$ cat config.mk
export PLATFORM = sky130hd
export DESIGN_NAME = time_source_consensus_voter_flat
export DESIGN_NICKNAME = d
export VERILOG_FILES = /design/src/hw/rtl/tscv_pkg.sv /design/src/hw/rtl/tscv_if.sv /design/src/hw/rtl/tscv_ctrl.sv /design/src/hw/rtl/tscv_dp.sv /design/src/hw/rtl/time_source_consensus_voter.sv /design/src/flat_wrapper.sv
export VERILOG_INCLUDE_DIRS = /design/src /design/src/hw/rtl
export SDC_FILE = /design/constraint.sdc
export NUM_CORES = 2
export LEC_CHECK = 0
export BUFFER_PORTS_ARGS = -buffer_cell sky130_fd_sc_hd__buf_2
export CAP_MARGIN = 40
export CORE_UTILIZATION = 25
export DETAILED_ROUTE_END_ITERATION = 12
export GPL_ROUTABILITY_DRIVEN = 0
export SLEW_MARGIN = 20
export SYNTH_ARGS = -nofsm -noshare
export SYNTH_HDL_FRONTEND = slang
export SYNTH_SLANG_ARGS = --single-unit
export TNS_END_PERCENT = 10
$ cat constraint.sdc
create_clock -name clk -period 17.7 [get_ports clk]
set_clock_uncertainty 0.15 [all_clocks]
set_input_delay 0.885 -clock clk [delete_from_list [all_inputs] [get_ports clk]]
set_output_delay 0.885 -clock clk [all_outputs]
set_load 0.01 [all_outputs]
$ cat src/hw/rtl/time_source_consensus_voter_macros.svh
// Assertion macros shared by the voter RTL.
// Included by files that carry concurrent assertions.
`ifndef TIME_SOURCE_CONSENSUS_VOTER_MACROS_SVH
`define TIME_SOURCE_CONSENSUS_VOTER_MACROS_SVH

// Implication checked on every clock edge outside reset.
`define TSCV_ASSERT_IMP(label, ante, cons) \
  label: assert property (@(posedge clk) disable iff (!rst_n) (ante) |-> (cons)) \
    else $error("assertion failed");

// Next-cycle implication checked outside reset.
`define TSCV_ASSERT_NXT(label, ante, cons) \
  label: assert property (@(posedge clk) disable iff (!rst_n) (ante) |=> (cons)) \
    else $error("assertion failed");

`endif

$ cat src/hw/rtl/tscv_pkg.sv
// Package for the time source consensus voter: sizes, codes and types.
// No dependencies.
package tscv_pkg;
  localparam int PoolSize = 4;
  localparam int IdxW = $clog2(PoolSize);
  localparam int CntW = $clog2(PoolSize + 1);

  localparam logic [1:0] CfgWindow    = 2'd0;
  localparam logic [1:0] CfgMaxJump   = 2'd1;
  localparam logic [1:0] CfgThreshold = 2'd2;

  localparam logic [0:0] OpPropose = 1'b0;
  localparam logic [0:0] OpEnd     = 1'b1;

  typedef enum logic [2:0] {
    ST_STORED   = 3'd0,
    ST_PAIR     = 3'd1,
    ST_ADJUSTED = 3'd2,
    ST_REJECTED = 3'd3,
    ST_RESEEDED = 3'd4,
    ST_SINGLE   = 3'd5,
    ST_WITHHELD = 3'd6,
    ST_WAITING  = 3'd7
  } status_t;

  typedef struct packed {
    logic        operation;
    logic [31:0] src_key;
    logic [31:0] proposed_time;
    logic [31:0] current_time;
  } in_item_t;

  typedef struct packed {
    logic        set_clock;
    logic [31:0] clock_value;
    logic        is_synced;
    status_t     status;
  } out_item_t;

  typedef struct packed {
    logic [31:0] data;
    logic [1:0]  index;
  } cfg_item_t;

  typedef enum logic [3:0] {
    S_IDLE,
    S_CLASSIFY,
    S_SLOT,
    S_CPAIR,
    S_CDIST,
    S_DSLOT,
    S_DPAIR,
    S_EOA,
    S_OUT
  } state_t;

  // Controller commands to the datapath.
  typedef struct packed {
    logic load;        // capture request
    logic cand_slot;   // allocate/select candidate slot
    logic cand_scan;   // test one candidate against new proposal
    logic cand_mark;   // mark distrust for one candidate
    logic dist_slot;   // allocate distrust slot and count reject
    logic dist_scan;   // test one distrust pair
    logic eoa;         // end-of-attempt evaluation
    logic adjust;      // apply synced jump
    logic reject;      // finish as rejected
    logic step_i;      // advance scan index i
    logic step_j;      // advance scan index j (wrap to i+2 pattern)
    logic clr_idx;
  } cmd_t;

  typedef struct packed {
    logic       synced;
    logic       is_end;
    logic       jump_ok;
    logic       hit;        // last scan found a match
    logic       i_last;     // i scan exhausted
    logic       j_last;     // j scan exhausted for this i
    logic       thr_met;
  } sts_t;

  function automatic logic [31:0] abs_diff(input logic [31:0] a, input logic [31:0] b);
    abs_diff = (a > b) ? a - b : b - a;
  endfunction
endpackage

$ cat src/hw/rtl/tscv_if.sv
// Valid/ready channel interfaces for the voter.
// Depends on tscv_pkg.
interface tscv_in_if;
  import tscv_pkg::*;
  logic     valid;
  logic     ready;
  in_item_t data;
  modport source (output valid, output data, input ready);
  modport sink (input valid, input data, output ready);
endinterface

interface tscv_out_if;
  import tscv_pkg::*;
  logic      valid;
  logic      ready;
  out_item_t data;
  modport source (output valid, output data, input ready);
  modport sink (input valid, input data, output ready);
endinterface

interface tscv_cfg_if;
  import tscv_pkg::*;
  logic      valid;
  logic      ready;
  cfg_item_t data;
  modport source (output valid, output data, input ready);
  modport sink (input valid, input data, output ready);
endinterface

$ cat src/hw/rtl/tscv_ctrl.sv
// Controller state machine of the voter: sequences scans over the pools.
// Depends on tscv_pkg and the macros header.
`include "time_source_consensus_voter_macros.svh"
module tscv_ctrl (
  input  logic            clk,
  input  logic            rst_n,
  input  logic            in_valid,
  output logic            in_ready,
  output logic            out_valid,
  input  logic            out_ready,
  input  tscv_pkg::sts_t  sts,
  output tscv_pkg::cmd_t  cmd
);
  import tscv_pkg::*;

  state_t state_r, state_nxt;

  always_ff @(posedge clk) begin
    if (!rst_n) begin
      state_r <= S_IDLE;
    end else begin
      state_r <= state_nxt;
    end
  end

  always_comb begin
    state_nxt = state_r;
    cmd = '0;
    in_ready = 1'b0;
    out_valid = 1'b0;
    case (state_r)
      S_IDLE: begin
        in_ready = 1'b1;
        if (in_valid) begin
          cmd.load = 1'b1;
          state_nxt = S_CLASSIFY;
        end
      end
      S_CLASSIFY: begin
        cmd.clr_idx = 1'b1;
        if (sts.is_end) begin
          state_nxt = sts.synced ? S_OUT : S_EOA;
        end else if (!sts.synced) begin
          state_nxt = S_SLOT;
        end else if (sts.jump_ok) begin
          cmd.adjust = 1'b1;
          state_nxt = S_OUT;
        end else begin
          state_nxt = S_DSLOT;
        end
      end
      S_SLOT: begin
        cmd.cand_slot = 1'b1;
        state_nxt = S_CPAIR;
      end
      S_CPAIR: begin
        cmd.cand_scan = 1'b1;
        cmd.step_i = 1'b1;
        if (sts.hit) begin
          state_nxt = S_OUT;
        end else if (sts.i_last) begin
          cmd.clr_idx = 1'b1;
          cmd.step_i = 1'b0;
          state_nxt = S_CDIST;
        end
      end
      S_CDIST: begin
        cmd.cand_mark = 1'b1;
        cmd.step_i = 1'b1;
        if (sts.i_last) begin
          state_nxt = S_OUT;
        end
      end
      S_DSLOT: begin
        cmd.dist_slot = 1'b1;
        state_nxt = S_DPAIR;
      end
      S_DPAIR: begin
        if (!sts.thr_met) begin
          cmd.reject = 1'b1;
          state_nxt = S_OUT;
        end else begin
          cmd.dist_scan = 1'b1;
          if (sts.hit) begin
            state_nxt = S_OUT;
          end else if (sts.j_last) begin
            cmd.step_i = 1'b1;
            if (sts.i_last) begin
              cmd.reject = 1'b1;
              state_nxt = S_OUT;
            end
          end else begin
            cmd.step_j = 1'b1;
          end
        end
      end
      S_EOA: begin
        cmd.eoa = 1'b1;
        state_nxt = S_OUT;
      end
      S_OUT: begin
        out_valid = 1'b1;
        if (out_ready) begin
          state_nxt = S_IDLE;
        end
      end
      default: state_nxt = S_IDLE;
    endcase
  end

  `TSCV_ASSERT_IMP(a_rdy_idle, in_ready, state_r == S_IDLE)
  `TSCV_ASSERT_IMP(a_excl, in_ready, !out_valid)
  `TSCV_ASSERT_NXT(a_load, in_valid && in_ready, state_r == S_CLASSIFY)
endmodule

$ cat src/hw/rtl/tscv_dp.sv
// Datapath of the voter: pools, counters, config registers and result.
// Depends on tscv_pkg and the macros header.
`include "time_source_consensus_voter_macros.svh"
module tscv_dp (
  input  logic                 clk,
  input  logic                 rst_n,
  input  tscv_pkg::in_item_t   in_data,
  input  logic                 cfg_we,
  input  tscv_pkg::cfg_item_t  cfg_data,
  input  tscv_pkg::cmd_t       cmd,
  output tscv_pkg::sts_t       sts,
  output tscv_pkg::out_item_t  out_data
);
  import tscv_pkg::*;

  logic [15:0] win_r;
  logic [31:0] jump_r;
  logic [7:0]  thr_r;

  in_item_t    req_r;
  logic [PoolSize-1:0] cv_r, cresp_r, cdist_r;
  logic [31:0] csrc_r [PoolSize];
  logic [31:0] ctim_r [PoolSize];
  logic [15:0] cage_r [PoolSize];
  logic [CntW-1:0] ccnt_r;
  logic [PoolSize-1:0] dv_r;
  logic [31:0] dsrc_r [PoolSize];
  logic [31:0] dtim_r [PoolSize];
  logic [15:0] dage_r [PoolSize];
  logic [CntW-1:0] dcnt_r;
  logic [7:0]  rej_r, att_r;
  logic        sync_r;
  logic [15:0] seq_r;
  logic [IdxW-1:0] s_r, i_r, j_r;
  out_item_t   res_r;

  // combinational helpers
  logic [CntW:0] i_ext, j_ext;
  logic [31:0] cdiff, ddiff;
  logic        chit, dhit;
  logic [IdxW-1:0] c_match, c_free, c_old, d_match, d_old, first;
  logic        c_found, c_hasfree, d_found;
  logic [15:0] best_el, el;
  logic [15:0] dbest_el, del;
  logic [CntW-1:0] nresp;

  assign i_ext = {1'b0, CntW'(i_r)};
  assign j_ext = {1'b0, CntW'(j_r)};

  assign cdiff = abs_diff(req_r.proposed_time, ctim_r[i_r]);
  assign chit = (CntW'(i_r) < ccnt_r) && (i_r != s_r) && cresp_r[i_r] &&
                (cdiff <= {16'd0, win_r});
  assign ddiff = abs_diff(dtim_r[i_r], dtim_r[j_r]);
  assign dhit = (CntW'(j_r) < dcnt_r) && (j_r > i_r) && dv_r[i_r] && dv_r[j_r] &&
                (ddiff <= {16'd0, win_r});

  always_comb begin
    c_found = 1'b0; c_match = '0; c_hasfree = 1'b0; c_free = '0;
    c_old = '0; best_el = seq_r - cage_r[0];
    d_found = 1'b0; d_match = '0; d_old = '0; dbest_el = seq_r - dage_r[0];
    nresp = '0; first = '0;
    el = '0; del = '0;
    for (int k = 0; k < PoolSize; k++) begin
      if (CntW'(k) < ccnt_r) begin
        if (!c_found && cv_r[k] && csrc_r[k] == req_r.src_key) begin
          c_found = 1'b1; c_match = IdxW'(k);
        end
        if (!c_hasfree && !cv_r[k]) begin
          c_hasfree = 1'b1; c_free = IdxW'(k);
        end
        el = seq_r - cage_r[k];
        if (k > 0 && el > best_el) begin
          best_el = el; c_old = IdxW'(k);
        end
        if (cresp_r[k]) begin
          if (nresp == '0) first = IdxW'(k);
          nresp = nresp + 1'b1;
        end
      end
      if (CntW'(k) < dcnt_r) begin
        if (!d_found && dv_r[k] && dsrc_r[k] == req_r.src_key) begin
          d_found = 1'b1; d_match = IdxW'(k);
        end
        del = seq_r - dage_r[k];
        if (k > 0 && del > dbest_el) begin
          dbest_el = del; d_old = IdxW'(k);
        end
      end
    end
  end

  assign sts.synced  = sync_r;
  assign sts.is_end  = (req_r.operation == OpEnd);
  assign sts.jump_ok = abs_diff(req_r.proposed_time, req_r.current_time) <= jump_r;
  assign sts.hit     = chit || dhit;
  assign sts.i_last  = (i_ext + 1'b1) >= {1'b0, (cmd.dist_scan ? dcnt_r : ccnt_r)};
  assign sts.j_last  = (j_ext + 1'b1) >= {1'b0, dcnt_r};
  assign sts.thr_met = rej_r >= thr_r;
  assign out_data = res_r;

  always_ff @(posedge clk) begin
    if (!rst_n) begin
      win_r <= 16'd60; jump_r <= 32'd3600; thr_r <= 8'd3;
      cv_r <= '0; cresp_r <= '0; cdist_r <= '0; ccnt_r <= '0;
      dv_r <= '0; dcnt_r <= '0; rej_r <= '0; att_r <= '0;
      sync_r <= 1'b0; seq_r <= '0; i_r <= '0; j_r <= '0;
    end else begin
      if (cfg_we) begin
        case (cfg_data.index)
          CfgWindow:    win_r <= cfg_data.data[15:0];
          CfgMaxJump:   jump_r <= cfg_data.data;
          CfgThreshold: thr_r <= cfg_data.data[7:0];
          default: ;
        endcase
      end
      if (cmd.load) begin
        req_r <= in_data;
        res_r <= '{set_clock: 1'b0, clock_value: 32'd0, is_synced: sync_r,
                   status: ST_WAITING};
      end
      if (cmd.clr_idx) begin
        i_r <= '0;
        j_r <= IdxW'(1);
      end
      if (cmd.adjust) begin
        res_r <= '{1'b1, req_r.proposed_time, 1'b1, ST_ADJUSTED};
      end
      if (cmd.cand_slot) begin
        logic [IdxW-1:0] s;
        s = c_found ? c_match : c_hasfree ? c_free :
            (ccnt_r < CntW'(PoolSize)) ? IdxW'(ccnt_r) : c_old;
        // A known source keeps its age and distrust mark.
        if (!c_found) begin
          if (!c_hasfree && ccnt_r < CntW'(PoolSize)) ccnt_r <= ccnt_r + 1'b1;
          csrc_r[s] <= req_r.src_key;
          cage_r[s] <= seq_r;
          seq_r <= seq_r + 16'd1;
          cdist_r[s] <= 1'b0;
        end
        cv_r[s] <= 1'b1;
        cresp_r[s] <= 1'b1;
        ctim_r[s] <= req_r.proposed_time;
        s_r <= s;
        res_r.status <= ST_STORED;
      end
      if (cmd.cand_scan) begin
        if (chit) begin
          res_r <= '{1'b1,
            (req_r.proposed_time <= ctim_r[i_r]) ? req_r.proposed_time : ctim_r[i_r],
            1'b1, ST_PAIR};
          sync_r <= 1'b1;
          cv_r <= '0; cresp_r <= '0; cdist_r <= '0; ccnt_r <= '0;
        end
        if (cmd.step_i) i_r <= i_r + 1'b1;
      end
      if (cmd.cand_mark) begin
        if ((CntW'(i_r) < ccnt_r) && i_r != s_r && cresp_r[i_r]) begin
          cdist_r[i_r] <= 1'b1;
          cdist_r[s_r] <= 1'b1;
        end
        i_r <= i_r + 1'b1;
      end
      if (cmd.dist_slot) begin
        logic [IdxW-1:0] s;
        s = d_found ? d_match : (dcnt_r < CntW'(PoolSize)) ? IdxW'(dcnt_r) : d_old;
        if (rej_r != 8'd255) rej_r <= rej_r + 8'd1;
        if (!d_found) begin
          if (dcnt_r < CntW'(PoolSize)) dcnt_r <= dcnt_r + 1'b1;
          dv_r[s] <= 1'b1;
          dsrc_r[s] <= req_r.src_key;
          dage_r[s] <= seq_r;
          seq_r <= seq_r + 16'd1;
        end
        dtim_r[s] <= req_r.proposed_time;
      end
      if (cmd.dist_scan) begin
        if (dhit) begin
          res_r <= '{1'b1, (dtim_r[i_r] <= dtim_r[j_r]) ? dtim_r[i_r] : dtim_r[j_r],
                     1'b1, ST_RESEEDED};
          dv_r <= '0; dcnt_r <= '0; rej_r <= '0;
        end else if (cmd.step_i) begin
          i_r <= i_r + 1'b1;
          j_r <= i_r + IdxW'(2);
        end else if (cmd.step_j) begin
          j_r <= j_r + 1'b1;
        end
      end
      if (cmd.reject) begin
        res_r.status <= ST_REJECTED;
      end
      if (cmd.eoa) begin
        if (att_r != 8'd255) att_r <= att_r + 8'd1;
        if (nresp == CntW'(1) && att_r >= 8'd1) begin
          if (!cdist_r[first]) begin
            res_r <= '{1'b1, ctim_r[first], 1'b1, ST_SINGLE};
            sync_r <= 1'b1;
            cv_r <= '0; cresp_r <= '0; cdist_r <= '0; ccnt_r <= '0;
          end else begin
            res_r.status <= ST_WITHHELD;
          end
        end
      end
    end
  end

  `TSCV_ASSERT_NXT(a_sync_stick, sync_r, sync_r)
  `TSCV_ASSERT_IMP(a_ccnt, 1'b1, ccnt_r <= CntW'(PoolSize))
  `TSCV_ASSERT_NXT(a_pair_clr, cmd.cand_scan && chit, ccnt_r == '0 && sync_r)
endmodule

$ cat src/hw/rtl/time_source_consensus_voter.sv
// Channel  | dir | payload
// in_      | in  | operation, src_key, proposed_time, current_time
// out_     | out | set_clock, clock_value, is_synced, status
// cfg_     | in  | index (0 window, 1 max jump, 2 threshold), data
// One request at a time: the time from accept to the next accept is set by the
// pool scans (one candidate or one distrust pair per cycle), the output state
// and the idle state.
// Reset (rst_n low, synchronous) clears pools, counters and sync flag.
// A stalled result holds the block; config is always taken.
module time_source_consensus_voter (
  input logic clk,
  input logic rst_n,
  tscv_in_if.sink    in_ch,
  tscv_out_if.source out_ch,
  tscv_cfg_if.sink   cfg_ch
);
  import tscv_pkg::*;

  cmd_t cmd;
  sts_t sts;

  assign cfg_ch.ready = 1'b1;

  tscv_ctrl u_ctrl (
    .clk(clk), .rst_n(rst_n),
    .in_valid(in_ch.valid), .in_ready(in_ch.ready),
    .out_valid(out_ch.valid), .out_ready(out_ch.ready),
    .sts(sts), .cmd(cmd)
  );

  tscv_dp u_dp (
    .clk(clk), .rst_n(rst_n),
    .in_data(in_ch.data),
    .cfg_we(cfg_ch.valid), .cfg_data(cfg_ch.data),
    .cmd(cmd), .sts(sts), .out_data(out_ch.data)
  );
endmodule
$ cat src/flat_wrapper.sv
// flat-port wrapper written by rule: the top's interface ports become plain ports
module time_source_consensus_voter_flat import tscv_pkg::*;
  (clk, rst_n, in_ch_valid, in_ch_data, in_ch_ready, out_ch_valid, out_ch_data, out_ch_ready, cfg_ch_valid, cfg_ch_data, cfg_ch_ready);
  tscv_in_if in_ch_i ();
  tscv_out_if out_ch_i ();
  tscv_cfg_if cfg_ch_i ();
  input logic clk;
  input logic rst_n;
  input wire logic [$bits(in_ch_i.valid)-1:0] in_ch_valid;
  input wire logic [$bits(in_ch_i.data)-1:0] in_ch_data;
  output wire logic [$bits(in_ch_i.ready)-1:0] in_ch_ready;
  output wire logic [$bits(out_ch_i.valid)-1:0] out_ch_valid;
  output wire logic [$bits(out_ch_i.data)-1:0] out_ch_data;
  input wire logic [$bits(out_ch_i.ready)-1:0] out_ch_ready;
  input wire logic [$bits(cfg_ch_i.valid)-1:0] cfg_ch_valid;
  input wire logic [$bits(cfg_ch_i.data)-1:0] cfg_ch_data;
  output wire logic [$bits(cfg_ch_i.ready)-1:0] cfg_ch_ready;
  assign in_ch_i.valid = in_ch_valid;
  assign in_ch_i.data = in_ch_data;
  assign in_ch_ready = in_ch_i.ready;
  assign out_ch_valid = out_ch_i.valid;
  assign out_ch_data = out_ch_i.data;
  assign out_ch_i.ready = out_ch_ready;
  assign cfg_ch_i.valid = cfg_ch_valid;
  assign cfg_ch_i.data = cfg_ch_data;
  assign cfg_ch_ready = cfg_ch_i.ready;
  time_source_consensus_voter u_core (.clk(clk), .rst_n(rst_n), .in_ch(in_ch_i), .out_ch(out_ch_i), .cfg_ch(cfg_ch_i));
endmodule
# Word-level counts from Yosys, hierarchy flattened

Memory sizes are Yosys's and may differ from the RTL's. A register that Yosys moved wholly into a read port is not among the register bits.
Index checks and enable logic that the tools add are counted.

Order comparisons: 41
Bitwise logic cells: 7
Equality and inequality tests: 26
Multiplexer cells: 240
Reductions and logical operators: 56
$add $sub $neg: 27

Operator list:

| cell                                                                  | count |
|---|---|
| 37-bit two-way mux                                                    | 8 |
| 32-bit equality test                                                  | 8 |
| 16-bit two-way mux                                                    | 12 |
| 32-bit subtractor                                                     | 6 |
| 32-bit two-way mux                                                    | 5 |
| 4-bit two-way mux                                                     | 38 |
| 16-bit subtractor                                                     | 8 |
| 2-bit two-way mux                                                     | 49 |
| 16-bit > comparator                                                   | 6 |
| 32-bit > comparator                                                   | 3 |
| 32-bit less-or-equal comparator                                       | 3 |
| 1-bit two-way mux                                                     | 88 |
| 3-bit two-way mux                                                     | 24 |
| 32-bit by 16-bit less-or-equal comparator with 1-bit output           | 2 |
| 4-bit one-hot mux with 9 select lines                                 | 1 |
| 34-bit two-way mux                                                    | 1 |
| 8-bit two-way mux                                                     | 4 |
| 1-bit logical AND                                                     | 30 |
| 4-bit bitwise OR                                                      | 5 |
| 2-bit by 3-bit < comparator with 1-bit output, second input constant  | 6 |
| 16-bit by 1-bit adder with 16-bit output, second input constant       | 1 |
| 8-bit by 1-bit adder with 8-bit output, second input constant         | 2 |
| 4-bit by 3-bit equality test with 1-bit output, second input constant | 4 |
| 8-bit inequality test, second input constant                          | 2 |
| 36 further kinds                                                      | 81 |

RAM bits: 640
Output and inout port bits: 40
Logic and storage cells: 428
Register bits after elaboration: 255
Memories kept: 6
Bits of input ports: 136

Memories:

| memory             | depth | bits a word | rd ports | clocked after memory_dff | wr ports | RTL line      | text |
|---|---|---|---|---|---|---|---|
| u_core.u_dp.csrc_r | 4     | 32          | 4        | 0                        | 1        | tscv_dp.sv:22 | `logic [31:0] csrc_r [PoolSize];` |
| u_core.u_dp.ctim_r | 4     | 32          | 2        | 1                        | 1        | tscv_dp.sv:23 | `logic [31:0] ctim_r [PoolSize];` |
| u_core.u_dp.dsrc_r | 4     | 32          | 4        | 0                        | 1        | tscv_dp.sv:27 | `logic [31:0] dsrc_r [PoolSize];` |
| u_core.u_dp.dtim_r | 4     | 32          | 2        | 2                        | 1        | tscv_dp.sv:28 | `logic [31:0] dtim_r [PoolSize];` |
| u_core.u_dp.cage_r | 4     | 16          | 4        | 0                        | 1        | tscv_dp.sv:24 | `logic [15:0] cage_r [PoolSize];` |
| u_core.u_dp.dage_r | 4     | 16          | 4        | 0                        | 1        | tscv_dp.sv:29 | `logic [15:0] dage_r [PoolSize];` |

# Depth between registers and ports, before layout

An unclocked memory read counts as a cell.

Depth in word-level cells: 39
Depth in mapped cells: 52

# By module

Synthesis repeated with hierarchy kept, for this count alone.

Cell total of the unflattened synthesis: 5903
Area total of the unflattened synthesis: 59701.0 um2

Modules (own cells, without submodules):

| module                      | times used | area an instance (um2) | cells an instance |
|---|---|---|---|
| tscv_dp                     | 1          | 59158.0                | 5830 |
| tscv_ctrl                   | 1          | 531.8                  | 71 |
| time_source_consensus_voter | 1          | 11.3                   | 2 |

# Worst setup path after synthesis

Ideal clock, no wire load.

Path type: reg2reg
Start: register u_core.u_dp.seq_r[1]
End: memory u_core.u_dp.ctim_r[0][0], enable pin
Data required time: 17.049 ns
Setup slack: 5.137 ns
Arrival: 11.911 ns
Period minus slack after synthesis: 12.563 ns
Cell stages (with the launch flop): 43
Cell sequence: dfxtp_1 ha_1 nor2b_1 o21ai_0 a21boi_0 o21ai_0 a21boi_0 o21ai_0 a21oi_1 o31a_1 a211o_1 a21oi_1 xnor2_1 inv_1 ha_1 nand2_1 nor2_1 nand3_1 [7 not listed] and4_1 nand4_1 or4_1 o2111ai_1 clkbuf_1 o21ai_0 ha_1 nor2b_1 o21a_1 o21a_1 o21a_1 o21a_1 o2111ai_1 and3_1 o21a_1 a21oi_1 o31a_1 nor4_1

Cells in the longest elaborated chain, start to end: 13
Elaborated cells on any way between the ends: 20

RTL lines:

| item                                        | RTL line       | text |
|---|---|---|
| start, declared                             | tscv_dp.sv:33  | `logic [15:0] seq_r;` |
| start signal, assigned                      | tscv_dp.sv:137 | `seq_r <= seq_r + 16'd1;` |
| start signal, assigned                      | tscv_dp.sv:172 | `seq_r <= seq_r + 16'd1;` |
| 16-bit subtractor, on equally long branches | --             |  |
| 16-bit > comparator                         | tscv_dp.sv:72  | `if (k > 0 && el > best_el) begin` |
| 16-bit two-way mux                          | tscv_dp.sv:72  |  |
| 16-bit two-way mux                          | tscv_dp.sv:64  | `if (CntW'(k) < ccnt_r) begin` |
| 16-bit > comparator                         | tscv_dp.sv:72  |  |
| 16-bit two-way mux                          | tscv_dp.sv:72  |  |
| 16-bit two-way mux                          | tscv_dp.sv:64  |  |
| 16-bit > comparator                         | tscv_dp.sv:72  |  |
| 2-bit two-way mux                           | tscv_dp.sv:72  |  |
| 2-bit two-way mux (*)                       | tscv_dp.sv:64  |  |
| 2-bit two-way mux (*)                       | tscv_dp.sv:131 | `(ccnt_r < CntW'(PoolSize)) ? IdxW'(ccnt_r) : c_old;` |
| 2-bit two-way mux (*) (2 in series)         | tscv_dp.sv:130 | `s = c_found ? c_match : c_hasfree ? c_free :` |
| end, declared                               | tscv_dp.sv:23  |  |

Mark *: on every way between the ends. The rest lies on a longest branch, timed or not.

# Worst setup path after layout

Start: register u_core.u_dp.seq_r[0]
End: memory u_core.u_dp.dsrc_r[1][1], enable pin

Cells in the longest elaborated chain, start to end: 12
Elaborated cells on any way between the ends: 19

RTL lines:

| item                                        | RTL line       | text |
|---|---|---|
| 16-bit subtractor, on equally long branches | --             |  |
| 16-bit > comparator                         | tscv_dp.sv:85  | `if (k > 0 && del > dbest_el) begin` |
| 16-bit two-way mux                          | tscv_dp.sv:85  |  |
| 16-bit two-way mux                          | tscv_dp.sv:80  | `if (CntW'(k) < dcnt_r) begin` |
| 16-bit > comparator                         | tscv_dp.sv:85  |  |
| 16-bit two-way mux                          | tscv_dp.sv:85  |  |
| 16-bit two-way mux                          | tscv_dp.sv:80  |  |
| 16-bit > comparator                         | tscv_dp.sv:85  |  |
| 2-bit two-way mux                           | tscv_dp.sv:85  |  |
| 2-bit two-way mux (*)                       | tscv_dp.sv:80  |  |
| 2-bit two-way mux (*) (2 in series)         | tscv_dp.sv:165 | `s = d_found ? d_match : (dcnt_r < CntW'(PoolSize)) ? IdxW'(dcnt_r) : d_old;` |
| end, declared                               | tscv_dp.sv:27  |  |

Marked as above.

==> results.toml <==
[worst_setup_path]
path_max_fanout = 32
arrival_ns = 13.03
reg2reg_from = "u_core.u_dp.seq_r[0]"
slowest_stage = "a221oi_4"
cp-startpoint = "u_core.u_dp.seq_r[0]"
critPathCaptureType = "flop"
worstSetupStartpointType = "flop"
max_stage_delay_ns = 0.60
crit_type = "reg -> reg"
required_ns = 17.91

[synth]
synth-main-ff-cell = "edfxtp_1"
seq_area_frac_synth_pct = 44.07
synth_edf_count = 776
synthArstFlopShare_pct = 0
synth.avg_cell_area_um2 = 10.33
yosys.area.top_type = "edfxtp_1"
synthesis.nets = 6296
synth.cell_area_um2 = 58280
ys_seq_elements = 895
synth_area_leaders = "edfxtp_1 (40%), ha_1 (11%), xnor2_1 (4.8%), mux4_2 (4.4%), dfxtp_1 (4.1%)"
ys_warn_count = 0
synth_cell_types = 98
syn_inst = 5641
synth_top_cell_area_share_pct = 39.99

[cts]
cts_tree = "done"
htree_levels = 3
cts_root_buf = "clkbuf_16"
hold_buffers = 0
clk_latency_ns = 0.74
clockBufferDepth = 3
numClockSinks = 895
cts.reportedPaths.clkPinSlew_ns = 0.07
cts_buffers = 87
postCtsSetupRepairBufs = 0
cts_resized = 0

[floorplanning]
coreArea_um2 = 230800
ios = 176
start_util_pct = 25.25
die_height_um = 484.8
row_count = 176
die_w_um = 484.8
dieArea_um2 = 235000

[routing]
post_drt_wl_per_cell_um = 19.99
vias = 44940
drt_pass1_iterations = 6
viasPerCell = 5.061
drt-initial-drc-count = 4256
routed_wirelength_mm = 177.5
drt.antenna.violating_nets = 0
drc = 0

[timing]
max_freq_ghz = 0.07801
worst_pin_slew_ns = 1.035
slew_headroom_pct = 30.39
period_minus_slack_ns = 12.82
setup_viol = 0
final-hold-violation-count = 0
fin_ws_ns = 4.881
fin_tns_setup_ns = 0
period_share_pct = 72.42
drv_slew = 0
rsz0062_at_grt = "false"

[power_and_ir_drop]
p_per_area_nw_per_um2 = 83.84
p_seq_share_pct = 43.8
switching_share_pct = 30.22
combPwrFrac_pct = 21.0
p_leak_nw = 25.14
p_switching_w = 0.001673
vdd_drop_max_v = 0.00008484
p_int_w = 0.003864
clockPowerShare_pct = 35.2

[global_routing]
grt_pass1_vias = 44520
overflow = 0
antenna_found_initial = 4
grtUsageTotal_pct = 14.69
grt_max_degree = 77
grt_pass1_wl_mm = 269.6

[job]
maxCapViolations = 0

[finish]
layout-drive-gt1-share_pct = 10.63
layout.nets = 6435
n_fill_cell = 23820
areaGrowthSynthToFinish_pct = 13.34

[place]
port_buffers = 174
dp_slack_ns = 5.026
place_hpwl_mm = 132.7

[outcome]
status = "finished clean"

[min_path]
min_from = "in_ch_data[92]"
min_path_type = "in -> reg"
[cell usage in the layout (no fill, tap or decap), types with 62 or more instances in the layout]
cell type,Yosys,routed
ha_1,505,505
clkbuf_16,0,90
mux4_2,115,115
nand4_1,166,166
inv_1,485,484
xnor2_1,319,319
xor2_1,132,132
a21oi_1,470,469
nor3_1,75,74
o21bai_1,62,62
buf_4,3,113
a21o_1,143,141
o21a_1,77,77
edfxtp_1,776,776
nand3_1,91,91
o21ai_0,247,247
mux2i_1,63,63
buf_2,34,176
nand2_1,479,477
dfxtp_1,119,115
nor2_1,325,317
[final timing paths]
| path | to | slack (ns) | cells after the start |
|---|---|---|---|
| worst max register to register | u_core.u_dp.dsrc_r[1][1] | 4.88 | 48 |
| worst max-delay path | u_core.u_dp.dsrc_r[1][1] | 4.88 | 48 |
| worst min-delay path | u_core.u_dp.req_r[92] | 0.18 | 1 |
| worst min register to register | u_core.u_dp.jump_r[12] | 0.31 | 2 |
[area by class of cell]
type,instances,area (um^2),share of cell area (%)
Antenna cell,2,5.005,0.007577
Clock buffer,106,2322,3.516
Clock inverter,55,648.1,0.9812
Inverter,485,1821,2.756
Multi-Input combinational cell,4013,29880,45.24
Sequential cell,895,25690,38.90
Tap cell,3026,3786,5.732
Timing Repair Buffer,298,1892,2.864
[cells by family (layout without fill, tap and decap cells)]
| family | count (synthesis) | count (layout) | share of synthesized area [%] |
|---|---|---|---|
| AOI/OAI and AO/OA | 1378 | 1378 | 14.95 |
| xor gates and xnor gates | 451 | 451 | 6.778 |
| adders and majority gates | 520 | 520 | 11.34 |
| buffers and inverters | 733 | 944 | 4.878 |
| DFF | 895 | 895 | 44.07 |
| muxes | 182 | 182 | 5.604 |
| other | 1 | 3 | 0.006435 |
| and+or+nand+nor | 1481 | 1481 | 12.37 |
[Yosys cell counts, drive strengths merged (11+ instances only)]
master and count:
a211oi 36, a21boi 25, a21o 143, a21oi 473, a31oi 38, and2 33, and3 49, buf 68
clkbuf 180, dfxtp 119, edfxtp 776, fa 14, ha 505, inv 485, mux2i 63, mux4 115
nand2 479, nand2b 38, nand3 91, nand4 166, nor2 325, nor2b 61, nor3 75, nor4 56
o2111ai 30, o211ai 35, o21a 77, o21ai 271, o21bai 62, o221ai 24, o22ai 28, o31a 12
o31ai 20, or2 19, or3 27, or4 11, xnor2 319, xor2 132
[power groups by stage]
stage	clock network, W	registers [W]	logic (W)
3_3_place_gp	0	0.00247	0.00112
2_1_floorplan	0	0.00244	0.000783
5_1_grt	0.00206	0.00243	0.00127
3_5_place_dp	0	0.00247	0.00114
6_report	0.00195	0.00242	0.00117
4_1_cts	0.00199	0.00242	0.00115
[registers in the layout, summed over array words and instances, names as in the netlist, 8 cells and up]
signal                count
u_core.u_dp.req_r        96
u_core.u_dp.win_r        16
u_core.u_dp.rej_r         8
u_core.u_dp.seq_r        16
u_core.u_dp.jump_r       32
u_core.u_dp.att_r         8
u_core.u_dp.csrc_r      128
u_core.u_dp.ctim_r      128
u_core.u_dp.dtim_r      128
u_core.u_dp.dage_r       64
u_core.u_dp.out_data     37
u_core.u_dp.cage_r       64
u_core.u_dp.thr_r         8
u_core.u_dp.dsrc_r      128
[worst max-delay path: cells and delay by family, from the launching register on]
kind / cells / cell delay (ns)
compound gates: 26 / 5.67
simple gates: 10 / 2.83
fa+ha+maj: 5 / 1.59
buf+inv: 5 / 1.25
flops: 1 / 0.43
mux: 1 / 0.28
xor+xnor: 1 / 0.22
[per-layer routing]
layer  part of all wire (%)  GRT usage [%]  vias up
met5                 0.0079              0        -
met1                     43          18.95    21890
li1                       -              -    20960
met4                    4.4          6.570        2
met2                     46          24.60     1772
met3                    6.6          1.660      322
[metrics by stage]
step | power, W | hold slack (ns) | util [%] | cells | cell area (um^2)
2_1_floorplan | 0.003227 | 0.2863 | - | 5641 | 58280
3_3_place_gp | 0.003584 | 0.2981 | 27.25 | 8703 | 62880
3_5_place_dp | 0.003608 | 0.2970 | 27.33 | 8717 | 63080
4_1_cts | 0.005565 | 0.1146 | 28.62 | 8878 | 66050
5_1_grt | 0.005752 | 0.1515 | 28.62 | 8879 | 66050
6_report | 0.005538 | 0.1755 | 28.62 | 8880 | 66050
Power figures use the tool's default switching activity.
